**src/design/spiq_pkg.sv**
```systemverilog
// spiq_pkg: shared types and constants of the stable priority insert queue
// used by spiq_cell and stable_priority_insert_queue; no dependencies
package spiq_pkg;

   localparam int DEFAULT_QUEUE_DEPTH = 16;
   localparam logic [6:0] SENIOR_AGE_RESET = 7'd60;

   // request opcodes
   localparam logic OP_INSERT = 1'b0;
   localparam logic OP_POP    = 1'b1;

   // response status codes
   localparam logic [1:0] ST_INSERTED = 2'd0;
   localparam logic [1:0] ST_FULL     = 2'd1;
   localparam logic [1:0] ST_POPPED   = 2'd2;
   localparam logic [1:0] ST_EMPTY    = 2'd3;

   // priority levels
   localparam logic [1:0] PRIO_NONE   = 2'd0;
   localparam logic [1:0] PRIO_SENIOR = 2'd1;
   localparam logic [1:0] PRIO_DIS    = 2'd2;
   localparam logic [1:0] PRIO_BOTH   = 2'd3;

   typedef struct packed {
      logic [7:0] id;
      logic [6:0] age;
      logic       dis;
      logic [1:0] prio;
   } entry_type;

   // broadcast to every cell of the chain
   typedef struct packed {
      logic      do_insert;
      logic      do_pop;
      entry_type item;
   } cell_ctrl_type;

endpackage

```
**src/design/stable_priority_insert_queue.sv**
```systemverilog
// stable_priority_insert_queue: top level, chain of spiq_cell slots plus
// count and response register; depends on spiq_pkg and spiq_cell
//
// usage
//  - req channel carries one word per operation: insert (op 0) with
//    person_id, age and disabled, or pop (op 1) of the head entry
//  - rsp channel returns exactly one word per request: status, popped
//    entry fields, priority level and the entry count after the step
//  - csr port writes senior_age at any edge with csr_wr_en high; it must
//    only change while no request is in flight
//  - every slot of the chain compares the new priority with its own entry
//    in parallel, so a request completes without iterating: one request per
//    cycle while no response is stalled, response in the cycle after acceptance
//  - the response register decouples the sides: a new request is taken
//    whenever the register is empty or is being drained in the same cycle
//  - when rsp_stall holds a response, req_stall is raised and the queue
//    and response stay frozen
//  - reset (synchronous, active high) empties the queue, clears the
//    response valid and restores senior_age to 60; slot contents are not
//    cleared, only slots below the count are ever read
module stable_priority_insert_queue #(
   parameter int QUEUE_DEPTH = spiq_pkg::DEFAULT_QUEUE_DEPTH
) (
   input  logic       clock,
   input  logic       reset,
   // request side
   input  logic       req_valid,
   output logic       req_stall,
   input  logic       req_op,
   input  logic [7:0] req_person_id,
   input  logic [6:0] req_age,
   input  logic       req_disabled,
   // response side
   output logic       rsp_valid,
   input  logic       rsp_stall,
   output logic [1:0] rsp_status,
   output logic [7:0] rsp_out_id,
   output logic [6:0] rsp_out_age,
   output logic       rsp_out_disabled,
   output logic [1:0] rsp_out_priority,
   output logic [4:0] rsp_entry_count,
   // configuration
   input  logic       csr_wr_en,
   input  logic [6:0] csr_wr_data
);

   localparam int CW = $clog2(QUEUE_DEPTH + 1);

   // control registers
   logic          rsp_valid_ff, rsp_valid_in;
   logic [CW-1:0] count_ff, count_in;
   logic [6:0]    senior_age_ff, senior_age_in;

   // response payload registers
   logic [1:0] status_ff, status_in;
   logic [7:0] out_id_ff, out_id_in;
   logic [6:0] out_age_ff, out_age_in;
   logic       out_dis_ff, out_dis_in;
   logic [1:0] out_prio_ff, out_prio_in;
   logic [CW-1:0] out_count_ff, out_count_in;

   logic          accept;
   logic          is_full;
   logic          is_empty;
   logic [1:0]    new_prio;
   logic          senior;
   spiq_pkg::cell_ctrl_type ctrl;
   spiq_pkg::entry_type     head;

   spiq_pkg::entry_type cell_entry [QUEUE_DEPTH];
   logic                cell_keep  [QUEUE_DEPTH];

   // take a word unless a held response is stalled
   assign req_stall = rsp_valid_ff && rsp_stall;
   assign accept    = req_valid && !req_stall;

   assign is_full  = (count_ff == CW'(QUEUE_DEPTH));
   assign is_empty = (count_ff == '0);

   // priority level from the disabled flag and the senior threshold
   assign senior = (req_age >= senior_age_ff);
   always_comb begin
      case ({req_disabled, senior})
         2'b11:   new_prio = spiq_pkg::PRIO_BOTH;
         2'b10:   new_prio = spiq_pkg::PRIO_DIS;
         2'b01:   new_prio = spiq_pkg::PRIO_SENIOR;
         default: new_prio = spiq_pkg::PRIO_NONE;
      endcase
   end

   always_comb begin
      ctrl.item.id    = req_person_id;
      ctrl.item.age   = req_age;
      ctrl.item.dis   = req_disabled;
      ctrl.item.prio  = new_prio;
      ctrl.do_insert  = accept && (req_op == spiq_pkg::OP_INSERT) && !is_full;
      ctrl.do_pop     = accept && (req_op == spiq_pkg::OP_POP) && !is_empty;
   end

   // the chain: slot 0 is the head, entries shift toward higher slots
   // on insert and toward the head on pop
   for (genvar i = 0; i < QUEUE_DEPTH; i++) begin : g_cell
      logic                occupied;
      logic                prev_keep;
      spiq_pkg::entry_type prev_entry;
      spiq_pkg::entry_type next_entry;

      assign occupied = (count_ff > CW'(i));

      if (i == 0) begin : g_head
         assign prev_keep  = 1'b1;
         assign prev_entry = ctrl.item;
      end else begin : g_body
         assign prev_keep  = cell_keep[i-1];
         assign prev_entry = cell_entry[i-1];
      end

      if (i == QUEUE_DEPTH - 1) begin : g_tail
         assign next_entry = cell_entry[i];
      end else begin : g_inner
         assign next_entry = cell_entry[i+1];
      end

      spiq_cell u_cell (
         .clock      (clock),
         .ctrl       (ctrl),
         .occupied   (occupied),
         .prev_keep  (prev_keep),
         .prev_entry (prev_entry),
         .next_entry (next_entry),
         .keep       (cell_keep[i]),
         .entry      (cell_entry[i])
      );
   end

   assign head = cell_entry[0];

   // next count, config and response
   always_comb begin
      count_in      = count_ff;
      senior_age_in = csr_wr_en ? csr_wr_data : senior_age_ff;
      rsp_valid_in  = rsp_valid_ff && rsp_stall;
      status_in     = status_ff;
      out_id_in     = out_id_ff;
      out_age_in    = out_age_ff;
      out_dis_in    = out_dis_ff;
      out_prio_in   = out_prio_ff;
      out_count_in  = out_count_ff;

      if (ctrl.do_insert) begin
         count_in = count_ff + CW'(1);
      end else if (ctrl.do_pop) begin
         count_in = count_ff - CW'(1);
      end

      if (accept) begin
         rsp_valid_in = 1'b1;
         out_count_in = count_in;
         out_id_in    = '0;
         out_age_in   = '0;
         out_dis_in   = 1'b0;
         out_prio_in  = new_prio;
         if (req_op == spiq_pkg::OP_INSERT) begin
            status_in = is_full ? spiq_pkg::ST_FULL : spiq_pkg::ST_INSERTED;
         end else if (is_empty) begin
            status_in   = spiq_pkg::ST_EMPTY;
            out_prio_in = spiq_pkg::PRIO_NONE;
         end else begin
            status_in   = spiq_pkg::ST_POPPED;
            out_id_in   = head.id;
            out_age_in  = head.age;
            out_dis_in  = head.dis;
            out_prio_in = head.prio;
         end
      end
   end

   always_ff @(posedge clock) begin
      if (reset) begin
         rsp_valid_ff  <= 1'b0;
         count_ff      <= '0;
         senior_age_ff <= spiq_pkg::SENIOR_AGE_RESET;
      end else begin
         rsp_valid_ff  <= rsp_valid_in;
         count_ff      <= count_in;
         senior_age_ff <= senior_age_in;
      end
   end

   always_ff @(posedge clock) begin
      status_ff    <= status_in;
      out_id_ff    <= out_id_in;
      out_age_ff   <= out_age_in;
      out_dis_ff   <= out_dis_in;
      out_prio_ff  <= out_prio_in;
      out_count_ff <= out_count_in;
   end

   // count shown modulo 32
   logic [CW+4:0] count_wide;
   assign count_wide = {5'b0, out_count_ff};

   assign rsp_valid        = rsp_valid_ff;
   assign rsp_status       = status_ff;
   assign rsp_out_id       = out_id_ff;
   assign rsp_out_age      = out_age_ff;
   assign rsp_out_disabled = out_dis_ff;
   assign rsp_out_priority = out_prio_ff;
   assign rsp_entry_count  = count_wide[4:0];

endmodule

```
**src/design/spiq_cell.sv**
```systemverilog
// spiq_cell: one slot of the sorted chain, holds one entry
// depends on spiq_pkg
module spiq_cell (
   input  logic                   clock,
   input  spiq_pkg::cell_ctrl_type ctrl,
   input  logic                   occupied,
   input  logic                   prev_keep,
   input  spiq_pkg::entry_type     prev_entry,
   input  spiq_pkg::entry_type     next_entry,
   output logic                   keep,
   output spiq_pkg::entry_type     entry
);

   spiq_pkg::entry_type entry_ff;
   spiq_pkg::entry_type entry_in;

   // entry stays put when it ranks at or above the new one
   assign keep  = occupied && (ctrl.item.prio <= entry_ff.prio);
   assign entry = entry_ff;

   always_comb begin
      entry_in = entry_ff;
      if (ctrl.do_pop) begin
         entry_in = next_entry;
      end else if (ctrl.do_insert && !keep) begin
         entry_in = prev_keep ? ctrl.item : prev_entry;
      end
   end

   always_ff @(posedge clock) begin
      entry_ff <= entry_in;
   end

endmodule
```
**config.mk**
```make
export PLATFORM = sky130hd
export DESIGN_NAME = stable_priority_insert_queue
export DESIGN_NICKNAME = d
export VERILOG_FILES = /design/src/design/spiq_pkg.sv /design/src/design/stable_priority_insert_queue.sv /design/src/design/spiq_cell.sv
export SDC_FILE = /design/constraint.sdc
export NUM_CORES = 1
export LEC_CHECK = 0
export ABC_AREA = 1
export BUFFER_PORTS_ARGS = -buffer_cell sky130_fd_sc_hd__buf_2
export CAP_MARGIN = 30
export CORE_UTILIZATION = 27
export CTS_CLUSTER_DIAMETER = 30
export DETAILED_ROUTE_END_ITERATION = 8
export PLACE_DENSITY_LB_ADDON = 0.05
export SYNTH_ARGS = -nofsm -noshare
export SYNTH_HDL_FRONTEND = slang
export SYNTH_SLANG_ARGS = --single-unit
export TNS_END_PERCENT = 20
```
**constraint.sdc**
```tcl
create_clock -name clock -period 6 [get_ports clock]
set_input_delay 0.6 -clock clock [delete_from_list [all_inputs] [get_ports clock]]
set_output_delay 0.6 -clock clock [all_outputs]
set_load 0.01 [all_outputs]
```
# --- Word level (Yosys, flattened, before mapping) ---
# Index checks and enable logic that the tools add are counted.
classes:
  n_reduce_logical: 75
  shifts: 0
  div_mod_pow: 0
  addsub: 2
  n_mux: 54
  bitwise: 2
  eq_ne: 4
  n_mul: 0
  order_cmp: 33
ops:
  columns: ["operator", "n"]
  rows:
  - ["$mux W18", 45]
  - ["$gt A5 B4 Y1 const B", 8]
  - ["$logic_and A1 B1 Y1", 38]
  - ["$le A2 B2 Y1", 16]
  - ["$reduce_bool A2 Y1", 15]
  - ["$gt A5 B3 Y1 const B", 4]
  - ["$logic_not A1 Y1", 19]
  - ["$gt A5 B1 Y1 const B", 2]
  - ["$gt A5 B2 Y1 const B", 2]
  - ["$mux W5", 2]
  - ["$ge A7 B7 Y1", 1]
  - ["$mux W2", 3]
  - ["$pmux W2 S3", 1]
  - ["$add A5 B1 Y5 const B", 1]
  - ["$eq A5 B5 Y1 const B", 1]
  - ["$logic_not A5 Y1", 1]
  - ["$sub A5 B1 Y5 const B", 1]
  - ["$eq A2 B2 Y1 const B", 2]
  - ["$mux W1", 3]
  - ["$eq A2 B1 Y1 const B", 1]
  - ["$not A1 Y1", 2]
  - ["$reduce_and A2 Y1", 1]
  - ["$reduce_or A2 Y1", 1]
word_totals:
  ramBits: 0
  romBits: 0
  n_memories: 0
  inputBits: 29
  regBits: 326
  wordCells: 243
  latchBits: 0

# --- Depth between registers and ports, before layout ---
# Gate-level depths: netlist (run 1).
logic_depth:
  depth_word: 9
  mapped_depth: 19
  ltp_nobuf: 19

# --- Modules after synthesis ---
# From an unflattened synthesis (run 1), not the netlist that was laid out.
unflattened:
  hier_cells: 2023
  hier_area_um2: 18402.6
modules_own_cells:
  columns: ["module", "cells_per_inst", "n_inst", "area_each_um2"]
  rows:
  - ["spiq_cell", 112, 16, 1023.5]
  - ["stable_priority_insert_queue", 231, 1, 2026.9]

# --- Worst setup path after synthesis (run 1) ---
# Ideal clock, no wire load.
synth_timing:
  path_type: "input -> register"
  from: "input req_age[6]"
  to: "register g_cell[12].u_cell.entry_ff (netlist bit g_cell[12].u_cell.entry[0]) (enable)"
  cell_stages: 13
  path_slack_ns: 1.801
  t_arrival_ns: 3.781
  required_ns: 5.582
  n_path_buf: 1
  setup_time_ns: 0.418
  path_cell_list: "ha_1 nand2_1 inv_1 a21oi_1 nand3_1 inv_1 ha_1 nand2_1 nand2_1 nand2_4 clkinv_2 buf_6 o21ai_0"
synth_via:
  elab_chain_cells: 8
  elab_cells_between_ends: 10
  classes_between: "2 x order compare; 3 x eq/ne; 1 x mux; 4 x reduce/logical"
synth_rtl:
  columns: ["item", "line", "rtl"]
  rows:
  - ["start, declared", "stable_priority_insert_queue.sv:31", "input logic [6:0] req_age,"]
  - ["$ge A7 B7 Y1 *", "stable_priority_insert_queue.sv:81", "assign senior = (req_age >= senior_age_ff);"]
  - ["$eq A2 B1 Y1 / $eq A2 B2 Y1 (equally long branches)", "stable_priority_insert_queue.sv:83", "case ({req_disabled, senior})"]
  - ["$pmux W2 S3 *", "stable_priority_insert_queue.sv:83", null]
  - ["$le A2 B2 Y1 *", "spiq_cell.sv:18", "assign keep = occupied && (ctrl.item.prio <= entry_ff.prio);"]
  - ["$logic_and A1 B1 Y1 *", "spiq_cell.sv:18", null]
  - ["$logic_not A1 Y1 *", "spiq_cell.sv:25", "end else if (ctrl.do_insert && !keep) begin"]
  - ["$logic_and A1 B1 Y1 *", "spiq_cell.sv:25", null]
  - ["$reduce_bool A2 Y1 (no source line) *", null, null]
  - ["end signal, assigned", "spiq_cell.sv:31", "entry_ff <= entry_in;"]
  - ["end, declared", "spiq_cell.sv:14", "spiq_pkg::entry_type entry_ff;"]
# Mark *: on every way between the ends. The rest lies on a longest branch, timed or not.
# A chain may end at the register's enable or synchronous reset.

# --- Final worst setup path (run 1) ---
layout_timing:
  from: "register senior_age_ff[6]"
  to: "register g_cell[9].u_cell.entry_ff (netlist bit g_cell[9].u_cell.entry[16]) (enable)"
layout_via:
  elab_chain_cells: 8
  elab_cells_between_ends: 10
  classes_between: "2 x order compare; 3 x eq/ne; 1 x mux; 4 x reduce/logical"
layout_rtl:
  columns: ["item", "line", "rtl"]
  rows:
  - ["start, declared", "stable_priority_insert_queue.sv:52", "logic [6:0] senior_age_ff, senior_age_in;"]
  - ["start signal, assigned", "stable_priority_insert_queue.sv:182", "senior_age_ff <= spiq_pkg::SENIOR_AGE_RESET;"]
  - ["start signal, assigned", "stable_priority_insert_queue.sv:186", "senior_age_ff <= senior_age_in;"]
  - ["$ge A7 B7 Y1 *", "stable_priority_insert_queue.sv:81", null]
  - ["$eq A2 B1 Y1 / $eq A2 B2 Y1 (equally long branches)", "stable_priority_insert_queue.sv:83", null]
  - ["$pmux W2 S3 *", "stable_priority_insert_queue.sv:83", null]
  - ["$le A2 B2 Y1 *", "spiq_cell.sv:18", null]
  - ["$logic_and A1 B1 Y1 *", "spiq_cell.sv:18", null]
  - ["$logic_not A1 Y1 *", "spiq_cell.sv:25", null]
  - ["$logic_and A1 B1 Y1 *", "spiq_cell.sv:25", null]
  - ["$reduce_bool A2 Y1 (no source line) *", null, null]
  - ["end signal, assigned", "spiq_cell.sv:31", null]
  - ["end, declared", "spiq_cell.sv:14", null]
# Marked as above.

==> flow_summary.yaml, run 1 <==
status:
  run_status: "finished clean"
placed_design:
  detailed_place_hpwl_microns: 36570
  port_buffers: 55
  gpl.final_weighted_congestion: 0.7450
  placed_area_sq_um: 18690
final_layout:
  fin_nets: 2167
  fillCellCount: 6676
  post_route_cells_drive_above_1_share: 0.1280
  design_area_sq_um: 22020
  antenna_diode_count: 0
  area_growth_syn_to_fin_pct: 25.38
  most_frequent_cells_in_the_layout: "695 x nand2_1, 313 x edfxtp_1, 195 x inv_1"
  mostFrequentLayoutCell: "nand2_1"
power_and_ir_drop:
  comb_power_share: 0.133
  static-leakage-power_uw: 0.009442
  p_seq_frac: 0.331
  p_int_uw: 6900
  ir_drop_mv: 0.2247
  reported_net_switching_power_uw: 2577
  power_density_nw_per_um2: 430.4
  power.switching_fraction: 0.2719
  power_frac_clock: 0.536
worst_setup_path:
  cpMaxStageDelayCell: "nor2_4"
  slowest_delay_ns: 0.65
  worst-setup-path-type: "reg2reg"
  rr_startpoint: "senior_age_ff[6]"
  crit_path_frequent_cell: "nand2_1"
  crit_family: "simple AND/OR/NAND/NOR gates"
  worstPathRequired_ns: 6.34
  critical_path.max_fanout: 19
  crit_path_launch_type: "register"
  crit_end_category: "register"
  crit_arrival_ns: 3.90
  cp_cell_sequence: "inv_1 > ha_1 > nand2_1 > nor2_1 > nand3_1 > nand3_1 > buf_4 > inv_1 > ha_1 > nand2_1 > nand2_1 > nand2_2 > nor2_4 > o21ai_2 > buf_4"
  worstSetupStartpoint: "senior_age_ff[6]"
  timing.critical_path.buf_inv: 4
clock_tree:
  tritoncts: "done"
  cts.repair_timing.setup_buffer_count: 0
  max-clock-path-buffers: 3
  cts.clk_slew.worst_paths_ns: 0.04
  cts_repair_resize_count: 0
  cts_buffers: 107
  clkSinkCount: 326
  cts.hold.buffers_added: 0
  htree_levels: 3
  clock_insertion_delay_at_the_later_pin_of_the_skew_report_ns: 0.64
  cts_root_buf: "clkbuf_16"
global_routing:
  grt_pass1_wl_microns: 87760
  maximum_number_of_pins_on_one_net_before_global_route_repair: 171
  antenna_found_initial: 0
  first_global_vias: 14238
  grt_use_total: 0.1720
  overflow: 0
yosys:
  ys_warn_count: 0
  synthArstFlopShare: 0
  netlist_area_sq_um: 17560
  netlist_instances: 2015
  avgSynthCellArea_sq_um: 8.716
  synth_flop_cell: "edfxtp_1"
  ys_ff_latch: 326
  synth-edff-count: 313
  distinct_cell_type_count_after_synthesis: 35
  mappedNetlistNets: 2088
  sequential_area_share_after_synthesis: 0.5500
hold_path:
  min_path_type: "in2reg"
  timing.hold.worst.start: "csr_wr_data[5]"
route:
  drc: 0
  vias: 13931
  via_per_inst: 4.590
  post_drt_wl_per_cell_microns: 18.66
  routed_wirelength_microns: 56620
  drt-initial-drc-count: 1016
  ant_nets: 0
  drtPass1Iterations: 5
floorplanning:
  placement_rows: 93
  initial_core_util: 0.2729
  core_sq_um: 64350
  die_outline_area_sq_um: 66070
  io-pin-count: 56
  floorplan.die.width_microns: 257.0
  floorplan.die.height_microns: 257.0
timing:
  post-route-min-period_ns: 3.567
  period_share: 0.5945
  finalHoldViolations: 0
  report.final.slew_viol_count: 0
  timing_worst_slew_pin_value_ns: 0.9266
  final.setup_skew_ns: 0.02856
  timing.final.setup_violations: 0
  tns_ns: 0
  hold_ws_ns: 0.1870
  grt_setup_unrepaired: "no"
  slew_headroom: 0.3822
  fmaxAchievable_mhz: 280.4
job:
  drv_cap: 0
==> tightest hold or removal path: stages <==
cell and delay, ns:
buf_2 0.07, a21oi_1 0.05, o21ai_0 0.05
==> routing by layer <==
metal / vias up / GRT usage / part of all wire
met1: 6594 / 0.2386 / 0.49
met2: 293 / 0.2697 / 0.45
met4: 0 / 0.05093 / 0.022
met3: 91 / 0.03339 / 0.039
li1: 6953 / - / -
met5: - / 0 / 0
==> flip-flops by register name, indices dropped and copies added, names as in the netlist <==
| register | cells |
|---|---|
| count_ff | 5 |
| rsp_out_disabled | 1 |
| rsp_out_id | 8 |
| rsp_out_age | 7 |
| rsp_entry_count | 5 |
| rsp_out_priority | 2 |
| g_cell.u_cell.entry | 288 |
| rsp_valid | 1 |
| rsp_status | 2 |
| senior_age_ff | 7 |
==> area by class of cell <==
class                           count  area (sq um)  area share
Timing Repair Buffer               93         630.6     0.02864
Multi-Input combinational cell   1361          6551      0.2975
Clock buffer                      140          2853      0.1296
Tap cell                          855          1070     0.04858
Inverter                          205         778.2     0.03534
Sequential cell                   326          9659      0.4387
Clock inverter                     55         478.0     0.02171
==> worst paths after layout <==
| kind | end | slack (ns) | depth (start not counted) |
|---|---|---|---|
| min | senior_age_ff[5] | 0.19 | 3 |
| max | g_cell[9].u_cell.entry[16] | 2.43 | 15 |
| min reg2reg | senior_age_ff[5] | 0.46 | 2 |
| max reg2reg | g_cell[9].u_cell.entry[16] | 2.43 | 15 |
==> through the flow <==
step             util  instances  setup WS, ns  total power [uW]
3_5_place_dp   0.2904       2840         1.759              4453
2_1_floorplan       -       2015         1.801              3986
3_3_place_gp   0.2900       2839         1.766              4447
6_report       0.3422       3035         2.433              9477
5_1_grt        0.3422       3035         2.093              9944
4_1_cts        0.3422       3035         2.369              9627
==> power by group through the flow <==
stage	Sequential, uW	Clock (uW)	Combinational [uW]
2_1_floorplan	3100	0	883
3_3_place_gp	3170	0	1280
3_5_place_dp	3170	0	1280
4_1_cts	3140	5200	1290
5_1_grt	3170	5320	1460
6_report	3140	5080	1260
==> cell families (layout without fill, tap and decap cells) <==
| family | count (synthesis) | after routing | share of synthesized area |
|---|---|---|---|
| and+or+nand+nor | 915 | 915 | 0.2040 |
| buffers and inverters | 328 | 493 | 0.08051 |
| adders and majority gates | 44 | 44 | 0.03135 |
| AOI/OAI and AO/OA | 399 | 399 | 0.1326 |
| xor gates and xnor gates | 3 | 3 | 0.001496 |
| DFF | 326 | 326 | 0.5500 |
==> synthesized netlist by cell type, types with 2 or more instances <==
| cell | n | area (sq um) |
|---|---|---|
| nand2_1 | 695 | 2609 |
| edfxtp_1 | 313 | 9399 |
| inv_1 | 195 | 732.0 |
| nor2_1 | 168 | 630.6 |
| o21ai_0 | 157 | 785.8 |
| a31oi_1 | 121 | 757.0 |
| buf_2 | 70 | 350.3 |
| o211ai_1 | 45 | 337.8 |
| ha_1 | 44 | 550.5 |
| a21oi_1 | 39 | 195.2 |
| clkbuf_1 | 37 | 138.9 |
| nand3_1 | 27 | 135.1 |
| o21bai_1 | 24 | 180.2 |
| dfxtp_1 | 13 | 260.3 |
| nand2_2 | 12 | 75.07 |
| o21ai_1 | 10 | 50.05 |
| buf_6 | 9 | 101.4 |
| inv_2 | 8 | 30.03 |
| buf_4 | 6 | 45.04 |
| nand3_2 | 3 | 30.03 |
| nand2_4 | 2 | 22.52 |
| nand3_4 | 2 | 35.03 |
| nor2_4 | 2 | 22.52 |
| xor2_1 | 2 | 17.52 |
No activity file was read; power rests on OpenSTA's default activity.
==> run 2, diff against run 1 <==
==> constraint.sdc (replaced) <==
create_clock -name clock -period 3.61 [get_ports clock]
set_input_delay 0.361 -clock clock [delete_from_list [all_inputs] [get_ports clock]]
set_output_delay 0.361 -clock clock [all_outputs]
set_load 0.01 [all_outputs]
==> run 2 against run 1 <==
Combinational power grew 64%. Worst hold slack got worse by 0.13 ns. Register-to-register slack got worse by 1.9 ns. Highest routed layer unchanged.
==> flow_summary.yaml, run 2 (same netlist as run 1, synthesis figures left out) <==
worst_setup_path:
  worst-setup-path-type: "reg2reg"
  crit_arrival_ns: 3.37
  r2r_slack_ns: 0.56
  worstPathRequired_ns: 3.92
  crit_path_launch_type: "register"
  critical_path.max_fanout: 18
  worstSetupStartpoint: "senior_age_ff[6]"
  crit_end_category: "register"
  rr_startpoint: "senior_age_ff[6]"
route:
  drc: 0
  via_per_inst: 4.530
  drt-initial-drc-count: 1093
  ant_nets: 0
  vias: 13894
  drtPass1Iterations: 5
  post_drt_wl_per_cell_microns: 17.09
  routed_wirelength_microns: 52410
placed_design:
  detailed_place_hpwl_microns: 35210
  port_buffers: 55
  placed_area_sq_um: 18830
  gpl.final_weighted_congestion: 0.7637
  pre_cts_slack_ns: 0.2681
timing:
  slew_headroom: 0.3942
  hold_ws_ns: 0.05389
  grt_setup_unrepaired: "no"
  finalHoldViolations: 0
  timing.final.setup_violations: 0
  report.final.slew_viol_count: 0
  period_share: 0.8454
  timing_worst_slew_pin_value_ns: 0.9087
  tns_ns: 0
  post-route-min-period_ns: 3.052
  final.setup_skew_ns: 0.02605
  worst_case_setup_margin_in_the_final_layout_ns: 0.5582
  fmaxAchievable_mhz: 327.7
global_routing:
  grt_use_met3: 0.03054
  antenna_found_initial: 0
  met1_usage: 0.2254
  first_global_vias: 13682
  grt_use_total: 0.1582
  grt_pass1_wl_microns: 81490
  maximum_number_of_pins_on_one_net_before_global_route_repair: 92
  overflow: 0
  grt-busiest-layer: "met2"
  use_met2: 0.2368
final_layout:
  design_area_sq_um: 22320
  mostFrequentLayoutCell: "nand2_1"
  final_util: 0.3469
  largest_register_ff_count: 288
  most_frequent_cells_in_the_layout: "695 x nand2_1, 313 x edfxtp_1, 195 x inv_1"
  area_growth_syn_to_fin_pct: 27.09
  antenna_diode_count: 0
  fin_nets: 2196
  post_route_cells_drive_above_1_share: 0.1352
clock_tree:
  cts_buffers: 109
  clkSinkCount: 326
  clock_insertion_delay_at_the_later_pin_of_the_skew_report_ns: 0.64
  cts_root_buf: "clkbuf_16"
  max-clock-path-buffers: 3
  cts.clk_slew.worst_paths_ns: 0.04
  tritoncts: "done"
  htree_levels: 3
  cts_repair_resize_count: 0
floorplanning:
  core_sq_um: 64350
  placement_rows: 93
  io-pin-count: 56
  initial_core_util: 0.2729
  floorplan.die.height_microns: 257.0
  floorplan.die.width_microns: 257.0
  die_outline_area_sq_um: 66070
hold_path:
  timing.hold.worst.start: "csr_wr_en"
  min_path_type: "in2reg"
status:
  run_status: "finished clean"
power_and_ir_drop:
  static-leakage-power_uw: 0.009598
  power_density_nw_per_um2: 711.3
  ir_drop_mv: 0.3352
job:
  drv_cap: 0
==> run 2: cell count changes in the layout (fill, tap and decap cells not counted), moves of 2 or more <==
cell | before | now
buf_4 | 33 | 50
clkbuf_1 | 29 | 32
clkbuf_16 | 108 | 110
clkinv_1 | 27 | 25
dlygate4sd3_1 | 0 | 9
o21ai_1 | 9 | 11
o21ai_2 | 14 | 12
==> run 2: area by class of cell <==
class,count,area (sq um)
Fill cell,6688,42030
Sequential cell,326,9659
Multi-Input combinational cell,1361,6544
Clock buffer,145,2914
Tap cell,855,1070
Timing Repair Buffer,120,868.3
Inverter,205,778.2
Clock inverter,55,486.7
==> run 2: metal layers <==
layer  share of wire  up-vias
met3           0.046      105
met2            0.43      351
met1            0.50     6428
met4           0.025        0
li1                -     7010
met5               0        -
==> run 2: power by group <==
part	internal, uW	switching [uW]
clock network	6040	2580
registers	4920	276
logic	703	1370
==> run 2: worst paths after layout <==
| path | endpoint | cells after the start |
|---|---|---|
| worst max-delay path | g_cell[0].u_cell.entry[14] | 15 |
| worst min-delay path | senior_age_ff[5] | 2 |
| worst max register to register | g_cell[0].u_cell.entry[14] | 15 |
| worst min register to register | senior_age_ff[5] | 2 |
==> run 2: per-stage QoR <==
| stage | power (uW) | cells |
|---|---|---|
| after CTS | 16120 | 3067 |
| after global routing | 16640 | 3067 |
| final | 15880 | 3067 |
| after detailed placement | 7344 | 2858 |
| after global placement | 7310 | 2857 |
| after floorplan | 6624 | 2015 |
==> run 2: worst max-delay path, cell delays in order (launching register included) <==
cell	delay, ns
dfxtp_1	0.30
inv_1	0.07
ha_1	0.29
nand2_1	0.09
inv_1	0.04
a21oi_1	0.16
nand3_1	0.11
inv_1	0.31
buf_4	0.27
ha_1	0.25
nand2_1	0.06
nand2_1	0.06
nand2_2	0.07
inv_2	0.16
o21ai_2	0.19
buf_4	0.29
==> run 2: timing repair <==
| item | 4_1_cts | 5_1_grt |
|---|---|---|
| setup endpoints to repair | 0 | 0 |
| buffers inserted | 0 | 0 |
| hold buffers | 9 | 0 |
| hold endpoints to repair | 9 | 0 |
